--- src/design/tppt_pkg.sv ---
// shared types and constants for the tick period and phase tracker
package tppt_pkg;

   // fixed widths of the configuration port
   localparam int CSR_INDEX_W = 2;
   localparam int CSR_DATA_W  = 15;

   // configuration register indexes
   localparam logic [CSR_INDEX_W-1:0] CSR_FIRE_OFFSET = 2'd0;
   localparam logic [CSR_INDEX_W-1:0] CSR_RETRY_TICKS = 2'd1;
   localparam logic [CSR_INDEX_W-1:0] CSR_GRID_ALIGN  = 2'd2;

   // period word has this many integer bits ahead of the fraction
   localparam int PERIOD_INT_BITS = 16;

   // period limits and reset value in whole microseconds
   localparam int unsigned PERIOD_MIN_US   = 4000;
   localparam int unsigned PERIOD_MAX_US   = 40000;
   localparam int unsigned PERIOD_RESET_US = 15625;

   // fallback tick and retry nudge in microseconds
   localparam int unsigned DEFAULT_TICK_US = 15625;
   localparam int unsigned RETRY_NUDGE_US  = 100;

   // longest plausible gap (40 periods at the largest period)
   localparam int          GAP_W      = 21;
   localparam int unsigned GAP_CAP_US = 1600000;

   // offset and retry clamps
   localparam logic [14:0] OFFSET_MAX_US = 15'd20000;
   localparam logic [2:0]  RETRY_MIN     = 3'd1;
   localparam logic [2:0]  RETRY_MAX     = 3'd4;

   // accepted gaps needed for lock
   localparam logic [2:0] LOCK_COUNT = 3'd4;

   // tick count of one gap stays below 64, so six quotient bits suffice
   localparam int N_STEPS = 6;
   localparam int NW      = 6;

   // sequencer states
   typedef enum logic [2:0] {
      ST_IDLE,
      ST_OBS_EVAL,
      ST_SCHED_PREP,
      ST_SCHED_EVAL,
      ST_BLEND_OPS,
      ST_DIV_GO,
      ST_DIV_WAIT,
      ST_REPLY
   } tppt_state_type;

   // what the running division is for
   typedef enum logic [1:0] {
      JOB_TICKS,
      JOB_BLEND,
      JOB_PHASE
   } div_job_type;

   // divider status toward the sequencer
   typedef struct packed {
      logic busy;
      logic done;
   } div_status_type;

endpackage

--- src/design/tppt_div.sv ---
// shared restoring divider, one quotient bit per cycle
module tppt_div
   import tppt_pkg::*;
#(
   parameter int DVD_W = 45,
   parameter int DVS_W = 21
) (
   input  logic                       clock,
   input  logic                       reset,
   input  logic                       start,
   input  logic [$clog2(DVD_W+1)-1:0] steps,
   input  logic [DVS_W-1:0]           rem_init,
   input  logic [DVD_W-1:0]           bits_init,
   input  logic [DVS_W-1:0]           divisor,
   output logic [DVD_W-1:0]           quotient,
   output logic [DVS_W-1:0]           remainder,
   output div_status_type             status
);

   localparam int CNT_W = $clog2(DVD_W + 1);

   logic [CNT_W-1:0] cnt_ff, cnt_in;
   logic             done_ff, done_in;
   logic [DVS_W-1:0] rem_ff, rem_in;
   logic [DVD_W-1:0] bits_ff, bits_in;
   logic [DVS_W-1:0] den_ff, den_in;

   logic [DVS_W:0]   trial;
   logic [DVS_W:0]   diff;
   logic             fits;

   // trial subtract of the shifted partial remainder
   assign trial = {rem_ff, bits_ff[DVD_W-1]};
   assign diff  = trial - {1'b0, den_ff};
   assign fits  = trial >= {1'b0, den_ff};

   // load on start, otherwise step while the count runs
   always_comb begin
      cnt_in  = cnt_ff;
      done_in = 1'b0;
      rem_in  = rem_ff;
      bits_in = bits_ff;
      den_in  = den_ff;
      if (start) begin
         cnt_in  = steps;
         rem_in  = rem_init;
         bits_in = bits_init;
         den_in  = divisor;
      end else if (cnt_ff != '0) begin
         cnt_in  = cnt_ff - 1'b1;
         done_in = (cnt_ff == CNT_W'(1));
         rem_in  = fits ? diff[DVS_W-1:0] : trial[DVS_W-1:0];
         bits_in = {bits_ff[DVD_W-2:0], fits};
      end
   end

   always_ff @(posedge clock) begin
      if (reset) begin
         cnt_ff  <= '0;
         done_ff <= 1'b0;
      end else begin
         cnt_ff  <= cnt_in;
         done_ff <= done_in;
      end
   end

   always_ff @(posedge clock) begin
      rem_ff  <= rem_in;
      bits_ff <= bits_in;
      den_ff  <= den_in;
   end

   assign quotient    = bits_ff;
   assign remainder   = rem_ff;
   assign status.busy = (cnt_ff != '0);
   assign status.done = done_ff;

   // a new division never starts over a running one
   a_no_restart: assert property (@(posedge clock) disable iff (reset)
      start |-> !status.busy)
      else $error("divider started while busy");

   // done comes only after the last step
   a_done_idle: assert property (@(posedge clock) disable iff (reset)
      status.done |-> (cnt_ff == '0) && $past(cnt_ff == CNT_W'(1)))
      else $error("divider done without a final step");

endmodule

--- src/design/tick_period_phase_tracker.sv ---
// tick period and phase tracker top level: sequencer, state and shared divider
// sequence: an observe that is rejected goes from evaluation straight to its result word; one that
//   refines the period runs two divisions (6 and 17+PERIOD_FRAC_BITS steps)
// sequence: a grid-aligned schedule runs a phase division of TIME_WIDTH+1+PERIOD_FRAC_BITS steps
//   when the grid is valid and the anchor is not after the reference time, and none otherwise
// throughput: one word at a time, set by the single shared divider; next word taken on return to idle
// reset: synchronous, clears the grid, restores the default period and registers, ready at once
module tick_period_phase_tracker
   import tppt_pkg::*;
#(
   parameter int TIME_WIDTH       = 40,
   parameter int PERIOD_FRAC_BITS = 4
) (
   input  logic                                  clock,
   input  logic                                  reset,
   input  logic                                  req_valid,
   output logic                                  req_ready,
   input  logic                                  req_type,
   input  logic [TIME_WIDTH-1:0]                 req_time_us,
   input  logic                                  req_retry_schedule,
   output logic                                  rsp_valid,
   input  logic                                  rsp_ready,
   output logic [TIME_WIDTH:0]                   rsp_fire_time_us,
   output logic [PERIOD_INT_BITS+PERIOD_FRAC_BITS-1:0] rsp_period_q4,
   output logic                                  rsp_locked,
   output logic                                  rsp_gap_accepted,
   input  logic                                  csr_valid,
   output logic                                  csr_ready,
   input  logic [CSR_INDEX_W-1:0]                csr_index,
   input  logic [CSR_DATA_W-1:0]                 csr_wdata
);

   localparam int TW     = TIME_WIDTH;
   localparam int PFB    = PERIOD_FRAC_BITS;
   localparam int PW     = PERIOD_INT_BITS + PFB;
   localparam int FW     = TW + 1;
   localparam int QW     = TW + 1 + PFB;
   localparam int SW     = QW + 1;
   localparam int DVS_W  = PW + 1;
   localparam int DTQ_W  = GAP_W + PFB;
   localparam int CMP_W  = DTQ_W + 6;
   localparam int XN_W   = DTQ_W + 2;
   localparam int BW     = PW + NW + 4;
   localparam int EW     = PW + 3;
   localparam int CNT_W  = $clog2(QW + 1);
   localparam int BLEND_STEPS = PW + 1;

   localparam logic [PW-1:0] PERIOD_MIN_Q   = PW'(PERIOD_MIN_US) << PFB;
   localparam logic [PW-1:0] PERIOD_MAX_Q   = PW'(PERIOD_MAX_US) << PFB;
   localparam logic [PW-1:0] PERIOD_RESET_Q = PW'(PERIOD_RESET_US) << PFB;
   localparam logic [EW-1:0] HALF_Q         = EW'((1 << PFB) >> 1);

   // sequencer and job
   tppt_state_type state_ff, state_in;
   div_job_type    job_ff, job_in;

   // configuration registers
   logic [CSR_DATA_W-1:0] fire_offset_ff, fire_offset_in;
   logic [2:0]            retry_ticks_ff, retry_ticks_in;
   logic                  align_en_ff, align_en_in;

   // tracker state
   logic          grid_valid_ff, grid_valid_in;
   logic          converged_ff, converged_in;
   logic [PW-1:0] period_ff, period_in;
   logic [TW-1:0] anchor_ff, anchor_in;
   logic [TW-1:0] last_ff, last_in;
   logic [2:0]    count_ff, count_in;

   // working registers of the current word
   logic [TW-1:0]    t_ff, t_in;
   logic             retry_ff, retry_in;
   logic [DTQ_W-1:0] dtq_ff, dtq_in;
   logic [NW-1:0]    n_ff, n_in;
   logic [FW-1:0]    ref_ff, ref_in;
   logic [EW-1:0]    extra_ff, extra_in;
   logic [SW-1:0]    base_ff, base_in;
   logic [FW-1:0]    fire_ff, fire_in;
   logic             gap_ff, gap_in;

   // divider operands
   logic [CNT_W-1:0] dv_steps_ff, dv_steps_in;
   logic [DVS_W-1:0] dv_rem_ff, dv_rem_in;
   logic [QW-1:0]    dv_bits_ff, dv_bits_in;
   logic [DVS_W-1:0] dv_den_ff, dv_den_in;

   // result register
   logic          rsp_valid_ff, rsp_valid_in;
   logic [FW-1:0] rsp_fire_ff, rsp_fire_in;
   logic [PW-1:0] rsp_period_ff, rsp_period_in;
   logic          rsp_locked_ff, rsp_locked_in;
   logic          rsp_gap_ff, rsp_gap_in;

   // fsm outputs
   logic req_take;
   logic div_start;
   logic reply_take;

   // divider
   logic [QW-1:0]    div_quotient;
   logic [DVS_W-1:0] div_remainder;
   div_status_type   div_status;

   tppt_div #(
      .DVD_W (QW),
      .DVS_W (DVS_W)
   ) u_div (
      .clock     (clock),
      .reset     (reset),
      .start     (div_start),
      .steps     (dv_steps_ff),
      .rem_init  (dv_rem_ff),
      .bits_init (dv_bits_ff),
      .divisor   (dv_den_ff),
      .quotient  (div_quotient),
      .remainder (div_remainder),
      .status    (div_status)
   );

   // gap plausibility checks
   logic [TW-1:0]    dt;
   logic             obs_backwards, obs_too_long, obs_short, obs_long, obs_reject;
   logic [DTQ_W-1:0] dt_q;
   logic [CMP_W-1:0] dtq_x5, period_x2, period_x40;
   logic [XN_W-1:0]  ticks_num;

   assign obs_backwards = t_ff < last_ff;
   assign dt            = t_ff - last_ff;
   assign obs_too_long  = dt > TW'(GAP_CAP_US);
   assign dt_q          = DTQ_W'(dt[GAP_W-1:0]) << PFB;
   assign dtq_x5        = (CMP_W'(dt_q) << 2) + CMP_W'(dt_q);
   assign period_x2     = CMP_W'(period_ff) << 1;
   assign period_x40    = (CMP_W'(period_ff) << 5) + (CMP_W'(period_ff) << 3);
   assign obs_short     = dtq_x5 < period_x2;
   assign obs_long      = CMP_W'(dt_q) > period_x40;
   assign obs_reject    = !grid_valid_ff || obs_backwards || obs_too_long
                          || obs_short || obs_long;
   assign ticks_num     = (XN_W'(dt_q) << 1) + XN_W'(period_ff);

   // blend numerator and denominator: 8*p*n + 2*gap + 5*n over 10*n
   logic [PW+NW-1:0] blend_prod;
   logic [BW-1:0]    blend_num;
   logic [DVS_W-1:0] blend_den;

   assign blend_prod = (PW+NW)'(period_ff) * (PW+NW)'(n_ff);
   assign blend_num  = (BW'(blend_prod) << 3) + (BW'(dtq_ff) << 1)
                       + (BW'(n_ff) << 2) + BW'(n_ff);
   assign blend_den  = (DVS_W'(n_ff) << 3) + (DVS_W'(n_ff) << 1);

   // blended period clamped to the legal range
   logic [PW-1:0] blend_clamped;
   always_comb begin
      priority if (div_quotient < QW'(PERIOD_MIN_Q)) begin
         blend_clamped = PERIOD_MIN_Q;
      end else if (div_quotient > QW'(PERIOD_MAX_Q)) begin
         blend_clamped = PERIOD_MAX_Q;
      end else begin
         blend_clamped = div_quotient[PW-1:0];
      end
   end

   logic [2:0] count_next;
   assign count_next = (count_ff < LOCK_COUNT) ? count_ff + 3'd1 : count_ff;

   // schedule offsets
   logic [CSR_DATA_W-1:0] off_clamp;
   logic [2:0]            r_clamp;
   logic [1:0]            rm1;
   logic [EW-1:0]         retry_span;
   logic [EW-1:0]         extra_next;
   logic [16:0]           tick_span;
   logic [FW-1:0]         unlocked_fire;
   logic [FW-1:0]         ref_next;

   assign off_clamp = (fire_offset_ff > OFFSET_MAX_US) ? OFFSET_MAX_US : fire_offset_ff;

   always_comb begin
      priority if (retry_ticks_ff < RETRY_MIN) begin
         r_clamp = RETRY_MIN;
      end else if (retry_ticks_ff > RETRY_MAX) begin
         r_clamp = RETRY_MAX;
      end else begin
         r_clamp = retry_ticks_ff;
      end
   end

   assign rm1           = 2'(r_clamp - RETRY_MIN);
   assign retry_span    = EW'(period_ff) * EW'(rm1);
   assign extra_next    = (retry_ff ? retry_span : '0) + (EW'(off_clamp) << PFB) + HALF_Q;
   assign tick_span     = 17'(DEFAULT_TICK_US) * 17'(r_clamp);
   assign unlocked_fire = FW'(t_ff) + (retry_ff ? FW'(tick_span) : '0);
   assign ref_next      = retry_ff ? FW'(t_ff) + FW'(RETRY_NUDGE_US) : FW'(t_ff);

   // boundary after the reference time
   logic [QW-1:0] ref_q, anchor_q, phase_bits;
   logic          anchor_after;
   logic [SW-1:0] direct_sum, base_next, phase_sum;

   assign ref_q        = QW'(ref_ff) << PFB;
   assign anchor_q     = QW'(anchor_ff) << PFB;
   assign anchor_after = FW'(anchor_ff) > ref_ff;
   assign direct_sum   = SW'(grid_valid_ff ? anchor_q : ref_q) + SW'(extra_ff);
   assign phase_bits   = QW'(ref_ff - FW'(anchor_ff)) << PFB;
   assign base_next    = SW'(ref_q) + SW'(period_ff) + SW'(extra_ff);
   assign phase_sum    = base_ff - SW'(div_remainder);

   logic ticks_zero;
   assign ticks_zero = (div_quotient == '0);

   // next state
   always_comb begin
      state_in = state_ff;
      unique case (state_ff)
         ST_IDLE: begin
            if (req_valid) begin
               state_in = req_type ? ST_SCHED_PREP : ST_OBS_EVAL;
            end
         end
         ST_OBS_EVAL: begin
            state_in = obs_reject ? ST_REPLY : ST_DIV_GO;
         end
         ST_SCHED_PREP: begin
            state_in = align_en_ff ? ST_SCHED_EVAL : ST_REPLY;
         end
         ST_SCHED_EVAL: begin
            state_in = (!grid_valid_ff || anchor_after) ? ST_REPLY : ST_DIV_GO;
         end
         ST_BLEND_OPS: begin
            state_in = ST_DIV_GO;
         end
         ST_DIV_GO: begin
            state_in = ST_DIV_WAIT;
         end
         ST_DIV_WAIT: begin
            if (div_status.done) begin
               if (job_ff == JOB_TICKS && !ticks_zero) begin
                  state_in = ST_BLEND_OPS;
               end else begin
                  state_in = ST_REPLY;
               end
            end
         end
         ST_REPLY: begin
            if (!rsp_valid_ff || rsp_ready) begin
               state_in = ST_IDLE;
            end
         end
         default: state_in = ST_IDLE;
      endcase
   end

   // fsm outputs
   always_comb begin
      req_take   = 1'b0;
      div_start  = 1'b0;
      reply_take = 1'b0;
      unique case (state_ff)
         ST_IDLE:   req_take   = 1'b1;
         ST_DIV_GO: div_start  = 1'b1;
         ST_REPLY:  reply_take = !rsp_valid_ff || rsp_ready;
         default:   ;
      endcase
   end

   // datapath next values
   always_comb begin
      job_in        = job_ff;
      grid_valid_in = grid_valid_ff;
      converged_in  = converged_ff;
      period_in     = period_ff;
      anchor_in     = anchor_ff;
      last_in       = last_ff;
      count_in      = count_ff;
      t_in          = t_ff;
      retry_in      = retry_ff;
      dtq_in        = dtq_ff;
      n_in          = n_ff;
      ref_in        = ref_ff;
      extra_in      = extra_ff;
      base_in       = base_ff;
      fire_in       = fire_ff;
      gap_in        = gap_ff;
      dv_steps_in   = dv_steps_ff;
      dv_rem_in     = dv_rem_ff;
      dv_bits_in    = dv_bits_ff;
      dv_den_in     = dv_den_ff;
      unique case (state_ff)
         ST_IDLE: begin
            if (req_valid) begin
               t_in     = req_time_us;
               retry_in = req_retry_schedule;
               fire_in  = '0;
               gap_in   = 1'b0;
            end
         end
         ST_OBS_EVAL: begin
            last_in = t_ff;
            if (!grid_valid_ff) begin
               grid_valid_in = 1'b1;
               anchor_in     = t_ff;
            end else if (!obs_reject) begin
               // round gap to whole ticks: (2*gap + p) / (2*p)
               dtq_in      = dt_q;
               job_in      = JOB_TICKS;
               dv_steps_in = CNT_W'(N_STEPS);
               dv_rem_in   = DVS_W'(ticks_num >> N_STEPS);
               dv_bits_in  = QW'(ticks_num[N_STEPS-1:0]) << (QW - N_STEPS);
               dv_den_in   = DVS_W'(period_ff) << 1;
            end
         end
         ST_SCHED_PREP: begin
            if (!align_en_ff) begin
               fire_in = unlocked_fire;
            end else begin
               ref_in   = ref_next;
               extra_in = extra_next;
            end
         end
         ST_SCHED_EVAL: begin
            if (!grid_valid_ff || anchor_after) begin
               fire_in = FW'(direct_sum >> PFB);
            end else begin
               // whole periods between anchor and reference time
               job_in      = JOB_PHASE;
               base_in     = base_next;
               dv_steps_in = CNT_W'(QW);
               dv_rem_in   = '0;
               dv_bits_in  = phase_bits;
               dv_den_in   = DVS_W'(period_ff);
            end
         end
         ST_BLEND_OPS: begin
            job_in      = JOB_BLEND;
            dv_steps_in = CNT_W'(BLEND_STEPS);
            dv_rem_in   = DVS_W'(blend_num >> BLEND_STEPS);
            dv_bits_in  = QW'(blend_num[BLEND_STEPS-1:0]) << (QW - BLEND_STEPS);
            dv_den_in   = blend_den;
         end
         ST_DIV_WAIT: begin
            if (div_status.done) begin
               unique case (job_ff)
                  JOB_TICKS: n_in = div_quotient[NW-1:0];
                  JOB_BLEND: begin
                     period_in    = blend_clamped;
                     anchor_in    = t_ff;
                     count_in     = count_next;
                     converged_in = converged_ff || (count_next >= LOCK_COUNT);
                     gap_in       = 1'b1;
                  end
                  JOB_PHASE: fire_in = FW'(phase_sum >> PFB);
                  default:   ;
               endcase
            end
         end
         default: ;
      endcase
   end

   // result register and configuration writes
   always_comb begin
      rsp_valid_in  = rsp_valid_ff;
      rsp_fire_in   = rsp_fire_ff;
      rsp_period_in = rsp_period_ff;
      rsp_locked_in = rsp_locked_ff;
      rsp_gap_in    = rsp_gap_ff;
      if (reply_take) begin
         rsp_valid_in  = 1'b1;
         rsp_fire_in   = fire_ff;
         rsp_period_in = period_ff;
         rsp_locked_in = converged_ff;
         rsp_gap_in    = gap_ff;
      end else if (rsp_ready) begin
         rsp_valid_in = 1'b0;
      end

      fire_offset_in = fire_offset_ff;
      retry_ticks_in = retry_ticks_ff;
      align_en_in    = align_en_ff;
      if (csr_valid) begin
         unique case (csr_index)
            CSR_FIRE_OFFSET: fire_offset_in = csr_wdata;
            CSR_RETRY_TICKS: retry_ticks_in = csr_wdata[2:0];
            CSR_GRID_ALIGN:  align_en_in    = csr_wdata[0];
            default:         ;
         endcase
      end
   end

   // control state
   always_ff @(posedge clock) begin
      if (reset) begin
         state_ff       <= ST_IDLE;
         fire_offset_ff <= '0;
         retry_ticks_ff <= RETRY_MIN;
         align_en_ff    <= 1'b1;
         grid_valid_ff  <= 1'b0;
         converged_ff   <= 1'b0;
         period_ff      <= PERIOD_RESET_Q;
         anchor_ff      <= '0;
         last_ff        <= '0;
         count_ff       <= '0;
         rsp_valid_ff   <= 1'b0;
      end else begin
         state_ff       <= state_in;
         fire_offset_ff <= fire_offset_in;
         retry_ticks_ff <= retry_ticks_in;
         align_en_ff    <= align_en_in;
         grid_valid_ff  <= grid_valid_in;
         converged_ff   <= converged_in;
         period_ff      <= period_in;
         anchor_ff      <= anchor_in;
         last_ff        <= last_in;
         count_ff       <= count_in;
         rsp_valid_ff   <= rsp_valid_in;
      end
   end

   // working and result payload
   always_ff @(posedge clock) begin
      job_ff        <= job_in;
      t_ff          <= t_in;
      retry_ff      <= retry_in;
      dtq_ff        <= dtq_in;
      n_ff          <= n_in;
      ref_ff        <= ref_in;
      extra_ff      <= extra_in;
      base_ff       <= base_in;
      fire_ff       <= fire_in;
      gap_ff        <= gap_in;
      dv_steps_ff   <= dv_steps_in;
      dv_rem_ff     <= dv_rem_in;
      dv_bits_ff    <= dv_bits_in;
      dv_den_ff     <= dv_den_in;
      rsp_fire_ff   <= rsp_fire_in;
      rsp_period_ff <= rsp_period_in;
      rsp_locked_ff <= rsp_locked_in;
      rsp_gap_ff    <= rsp_gap_in;
   end

   assign req_ready        = req_take;
   assign csr_ready        = 1'b1;
   assign rsp_valid        = rsp_valid_ff;
   assign rsp_fire_time_us = rsp_fire_ff;
   assign rsp_period_q4    = rsp_period_ff;
   assign rsp_locked       = rsp_locked_ff;
   assign rsp_gap_accepted = rsp_gap_ff;

   // divider is never left running when a new word can enter
   a_idle_div_quiet: assert property (@(posedge clock) disable iff (reset)
      (state_ff == ST_IDLE) |-> !div_status.busy)
      else $error("divider busy while idle");

   // lock only after the full count of accepted gaps
   a_lock_count: assert property (@(posedge clock) disable iff (reset)
      converged_ff |-> (count_ff == LOCK_COUNT))
      else $error("locked without enough accepted gaps");

   // period estimate stays inside its clamp range
   a_period_range: assert property (@(posedge clock) disable iff (reset)
      (period_ff >= PERIOD_MIN_Q) && (period_ff <= PERIOD_MAX_Q))
      else $error("period estimate out of range");

   // an accepted gap always leaves a valid grid and a nonzero count
   a_gap_grid: assert property (@(posedge clock) disable iff (reset)
      (state_ff == ST_REPLY && gap_ff) |-> (grid_valid_ff && count_ff != '0))
      else $error("gap accepted without a grid");

endmodule
--- config.mk ---
export PLATFORM = sky130hd
export DESIGN_NAME = tick_period_phase_tracker
export DESIGN_NICKNAME = d
export VERILOG_FILES = /design/src/design/tppt_pkg.sv /design/src/design/tppt_div.sv /design/src/design/tick_period_phase_tracker.sv
export SDC_FILE = /design/constraint.sdc
export NUM_CORES = 2
export LEC_CHECK = 0
export BUFFER_PORTS_ARGS = -buffer_cell sky130_fd_sc_hd__buf_2
export CORE_MARGIN = 3
export CORE_UTILIZATION = 41
export DETAILED_ROUTE_END_ITERATION = 10
export PLACE_DENSITY = 0.52
export RECOVER_POWER = 50
export SLEW_MARGIN = 25
export SYNTH_ARGS = -nofsm -noshare
export SYNTH_HDL_FRONTEND = slang
export SYNTH_HIERARCHICAL = 1
export SYNTH_SLANG_ARGS = --single-unit
export TNS_END_PERCENT = 20
--- constraint.sdc ---
create_clock -name clock -period 22.7 [get_ports clock]
set_input_delay 1.135 -clock clock [delete_from_list [all_inputs] [get_ports clock]]
set_output_delay 1.135 -clock clock [all_outputs]
set_load 0.02 [all_outputs]
======== After elaboration in Yosys (flattened, before gate mapping) ========
Index checks and enable logic that the tools add are counted.
cells by class
  $add $sub $neg .......................... 21
  muxes and demuxes ....................... 65
  $mul .................................... 3
  equality and inequality tests ........... 23
  $lt $le $gt $ge ......................... 13
  bitwise operators ....................... 3
  reduce and logical (&&, ||, !) cells .... 37
operators with widths
  kind                     number
  $mux W45                 6
  $mux W41                 5
  $mux W21                 9
  $pmux W41 S4             1
  $mux W40                 4
  $pmux W45 S3             1
  $pmux W21 S3             2
  $add A45 B23 Y45         2
  $pmux W40 S2             1
  $add A45 B20 Y45         1
  $gt A45 B20 Y1 const B   1
  $logic_not A45 Y1        1
  $lt A45 B16 Y1 const B   1
  $sub A45 B21 Y45         1
  $add A40 B17 Y41         1
  $add A40 B7 Y41 const B  1
  $gt A40 B41 Y1           1
  $sub A41 B40 Y41         1
  $gt A40 B21 Y1 const B   1
  $lt A40 B40 Y1           1
  $mux W20                 2
  $sub A40 B40 Y40         1
  $add A29 B26 Y30         1
  $add A30 B6 Y30          1
  56 further kinds         118
word-level totals
  flip-flop bits (word level) ............. 599
  bits of input ports ..................... 64

======== Depth between registers and ports, before layout ========
  depth in word-level cells ............... 8
  gate-level depth with buffers ........... 31
  gate-level depth less buffers ........... 31

======== Hierarchy ========
Netlist, hierarchy kept.
modules (own cells, without submodules)
  module                     times used  cells an instance  area an instance (µm²)
  tick_period_phase_tracker  1           4240               39206.4
  tppt_div                   1           437                5217.5

======== Worst setup path before layout ========
No wires, ideal clock.
  path type ............................... reg2reg
  from .................................... register ref_ff[2]
  to ...................................... register fire_ff[0], enable pin
  library setup time ...................... 1.117 ns
  clock period less this slack ............ 11.276 ns
  required time ........................... 21.583 ns
  slack ................................... 11.424 ns
  data arrival time ....................... 10.158 ns
  cell stages (with the launch flop) ...... 14
  cell sequence ........................... edfxtp_1 ha_1 o21a_1 o31a_1 o31ai_1 a311o_1 a21oi_1 nor4_1 a2111oi_0 o21ba_2 a31o_2 a211oi_1 nor3_1 a2111oi_0
on the way
  longest elaborated chain between the ends .. 4
RTL lines
  what                         RTL line                          source
  start: declaration           tick_period_phase_tracker.sv:75   logic [FW-1:0] ref_ff, ref_in;
  start signal: assignment     tick_period_phase_tracker.sv:425  ref_ff <= ref_in;
  $gt A40 B41 Y1               tick_period_phase_tracker.sv:201  assign anchor_after = FW'(anchor_ff) > ref_ff;
  $logic_or A1 B1 Y1           tick_period_phase_tracker.sv:320  if (!grid_valid_ff || anchor_after) begin
  $ne A2 B2 Y1 (no line)       -
  $reduce_and A6 Y1 (no line)  -
  end signal: assignment       tick_period_phase_tracker.sv:428  fire_ff <= fire_in;
  end: declaration             tick_period_phase_tracker.sv:78   logic [FW-1:0] fire_ff, fire_in;
No other way between the ends.
A chain may end at the register's enable or synchronous reset.

======== Worst setup path after layout ========
  from .................................... register n_ff[4]
  to ...................................... register dv_rem_ff[7] (data pin)
on the way
  longest elaborated chain between the ends .. 5
RTL lines
  what                      RTL line                          source
  start: declaration        tick_period_phase_tracker.sv:74   logic [NW-1:0] n_ff, n_in;
  start signal: assignment  tick_period_phase_tracker.sv:424  n_ff <= n_in;
  $mul A20 B6 Y26           tick_period_phase_tracker.sv:145  assign blend_prod = (PW+NW)'(period_ff) * (PW+NW)'(n_ff);
  $add A29 B26 Y30          tick_period_phase_tracker.sv:146  assign blend_num = (BW'(blend_prod) << 3) + (BW'(dtq_ff) << 1)
  $add A30 B8 Y30           tick_period_phase_tracker.sv:147  + (BW'(n_ff) << 2) + BW'(n_ff);
  $add A30 B6 Y30 (*)       tick_period_phase_tracker.sv:147
  $pmux W21 S3 (*)          tick_period_phase_tracker.sv:287  unique case (state_ff)
  named net dv_rem_in[7]    tick_period_phase_tracker.sv:83   logic [DVS_W-1:0] dv_rem_ff, dv_rem_in;
  end signal: assignment    tick_period_phase_tracker.sv:431  dv_rem_ff <= dv_rem_in;
  end: declaration          tick_period_phase_tracker.sv:83
Mark *: on every way through the listed nets, which the timed path passes. The rest lies on a longest branch.

==> impl_metrics.py <==
metrics = {
    "timing": {
        "rsz0062_at_grt": "false",
        "setup_viol": 0,
        "finalHoldViolCount": 0,
        "finalMaxSlewViolations": 505,
        "min_period_ns": 8.49,
        "tns_ns": 0,
        "fmaxAchievable_mhz": 118,
        "whs_ns": 0.405,
        "finalWorstSetupSlack_ns": 14.21,
        "period_share_pct": 37.4,
        "slew_headroom_pct": -150,
        "fin_worst_skew_ns": 0.0395,
        "worstMarginPinSlew_ns": 3.75,
    },
    "pwr": {
        "internal_power_mw": 3.55,
        "switchingPower_mw": 2.79,
        "seqPwrFrac_pct": 28.9,
        "power_density_nw_per_um2": 129,
        "pwr-share-clk_pct": 19.5,
        "combPwrFrac_pct": 51.5,
        "ir_drop_mv": 0.0743,
        "swShare_pct": 44.0,
        "p_leak_nw": 19.5,
    },
    "route": {
        "wl_per_cell_um": 23.8,
        "vias": 35500,
        "via_per_inst": 5.69,
        "drc": 0,
        "wirelength_um": 149000,
        "drtPass1Iterations": 6,
        "drtIter0Drc": 3041,
        "antenna_left": 0,
    },
    "clocking": {
        "cts_resized": 0,
        "cts_tree": "yes",
        "path_clk_slew_ns": 0.06,
        "htreeDepth": 3,
        "cts_max_path_buffers": 3,
        "cts_buffers": 73,
        "clockRootBuffer": "clkbuf_16",
        "post-cts-setup-buffers": 0,
        "ctsHoldBuffers": 0,
        "clock-sinks": 591,
        "clock_latency_ns": 0.65,
    },
    "final_layout": {
        "final_common_cell": "edfxtp_1",
        "final_cell_mix": "edfxtp_1, nand2_1, ha_1",
        "design_area_um2": 49000,
        "final_nets": 5377,
        "area_growth_pct": 10.3,
        "drive_gt1_share_pct": 7.46,
    },
    "yosys": {
        "avgSynthCellArea_um2": 9.50,
        "syn_area_um2": 44400,
        "yosysSeqAreaShare_pct": 36.9,
        "synth_edf_count": 456,
        "synth_seq_cells": 591,
        "synthArstFlopShare_pct": 0,
        "yosys_warnings": 6,
        "synth_ff_type": "edfxtp_1",
        "syn-instance-count": 4677,
        "yosysUniqueCellTypes": 99,
    },
    "setup_path": {
        "critical_path_class": "register to register",
        "rr_startpoint": "n_ff[4]",
        "endpoint": "dv_rem_ff[7]",
        "cp_num_buf_inv": 3,
        "reg2reg_slack_ns": 14.21,
        "slowest_delay_ns": 0.88,
        "r2r-end": "dv_rem_ff[7]",
        "cpMaxStageDelayCell": "a2111oi_0",
        "path_max_fanout": 18,
        "crit_required_ns": 23.02,
        "cp.depth": 28,
        "crit_family": "compound AO/OA/AOI/OAI gates",
        "worst_setup_path_end_kind": "register",
        "setup.worst_path.start_class": "register",
        "crit_arrival_ns": 8.81,
        "crit_path_frequent_cell": "ha_1",
        "crit_start": "n_ff[4]",
        "ff2ff_path_depth": 28,
    },
    "grt": {
        "grt_pass1_wl_um": 221000,
        "grt_pass1_vias": 34200,
        "grt_max_degree": 79,
        "grt_antenna_before_repair": 11,
        "grt.overflow.total": 0,
        "grt_usage_pct": 26.3,
    },
    "placement": {
        "place_area_um2": 46700,
        "post-place-ws_ns": 14.44,
        "hpwl_um": 115000,
        "globalplace.congestion": 0.914,
        "port_buffers": 128,
    },
    "die": {
        "io_pins": 130,
        "die_h_um": 335,
        "core_um2": 107000,
        "chipWidth_um": 335,
        "dieArea_um2": 112000,
        "floorplan.rows": 120,
        "start_util_pct": 41.4,
    },
    "outcome": {
        "violations": "capacitance limit, slew limit",
        "outcome": "finished with violations",
    },
    "run": {
        "drv_cap": 16,
    },
    "worst_hold_path": {
        "hp-class": "register to register",
    },
}
[power by group through the flow]
stage	registers [mW]	clock network, mW	logic [mW]
final	1.83	1.24	3.27
after global routing	1.87	1.31	3.57
after CTS	1.83	1.27	3.25
after detailed placement	1.85	0	3.24
after global placement	1.85	0	3.23
after floorplan	1.75	0	2.25
[final cells by class]
| type | instances | area (µm²) |
|---|---|---|
| diodes | 4 | 10.0 |
| repair buffers | 191 | 890 |
| flip-flops and latches | 591 | 16400 |
| clock inverters | 36 | 465 |
| multi-input cells | 3575 | 26100 |
| inverters | 352 | 1320 |
| clock buffers | 96 | 2070 |
| fillers | 10500 | 58400 |
| well taps | 1403 | 1760 |
[sequential cells by signal (all words and copies together), names as in the netlist, 41 cells and up]
register,cells
base_ff,45
dv_bits_ff,41
fire_ff,41
ref_ff,41
rsp_fire_time_us,41
u_div/quotient,45
[logic make-up (layout without fill, tap and decap cells)]
group / Yosys count / count (layout) / synth area share, %
flops: 591 / 591 / 36.9
mux: 104 / 104 / 2.57
simple gates: 1451 / 1451 / 15.6
fa+ha+maj: 530 / 530 / 16.8
xor+xnor: 372 / 372 / 7.35
other cells: 2 / 11 / 0.0169
compound gates: 1111 / 1111 / 16.2
buf+inv: 516 / 675 / 4.58
[synth_stat cells, drive strengths merged (9+ instances only)]
cell type	number	area (µm²)
o22ai	32	200
inv	337	1260
nor2	371	1390
ha	420	5260
a21o	96	721
a31oi	29	188
nor2b	46	288
a211oi	40	325
and2	128	801
a221o	9	90.1
a2111oi	14	123
nor3b	12	90.1
o211ai	32	254
o21ai	189	946
o2111ai	9	78.8
buf	24	160
dfxtp	135	2700
a31o	11	96.3
fa	109	2180
nor4	38	244
o21bai	33	248
o21a	47	353
clkbuf	140	552
a21oi	376	1880
o31ai	25	198
nand3	95	475
clkinv	15	56.3
xnor2	218	1920
nand4	37	231
nand2	444	1670
nor3	81	415
o41ai	10	87.6
nand2b	51	319
xor2	154	1350
a211o	13	115
mux2	80	901
a221oi	12	118
or3	31	199
or2	28	175
a22oi	40	300
mux2i	24	240
o221ai	15	131
edfxtp	456	13700
and3	50	313
[per-stage QoR]
step / std cells / power, mW / util, %
6_report: 6248 / 6.34 / 45.6
3_3_place_gp: 6112 / 5.08 / 43.5
2_1_floorplan: 4682 / 4.00 / -
5_1_grt: 6244 / 6.74 / 45.6
4_1_cts: 6244 / 6.35 / 45.9
3_5_place_dp: 6112 / 5.09 / 43.5
[layer usage]
metal / track usage, % / wire length [µm]
met1: 38.0 / 69800
met2: 39.8 / 63300
met3: 4.14 / 9840
met4: 9.15 / 5970
met5: 0 / 13
[worst min path at each step]
stage | start | to | slack [ns] | cells after the start
finish | dv_den_ff[10] | u_div/den_ff[10] | 0.40 | 0
global placement | fire_ff[10] | rsp_fire_time_us[10] | 0.40 | 0
floorplan | fire_ff[0] | rsp_fire_time_us[0] | 0.40 | 0
global route | dv_den_ff[11] | u_div/den_ff[11] | 0.42 | 0
detailed placement | fire_ff[4] | rsp_fire_time_us[4] | 0.40 | 0
CTS | dv_den_ff[0] | u_div/den_ff[0] | 0.42 | 0
Power figures use the tool's default switching activity.
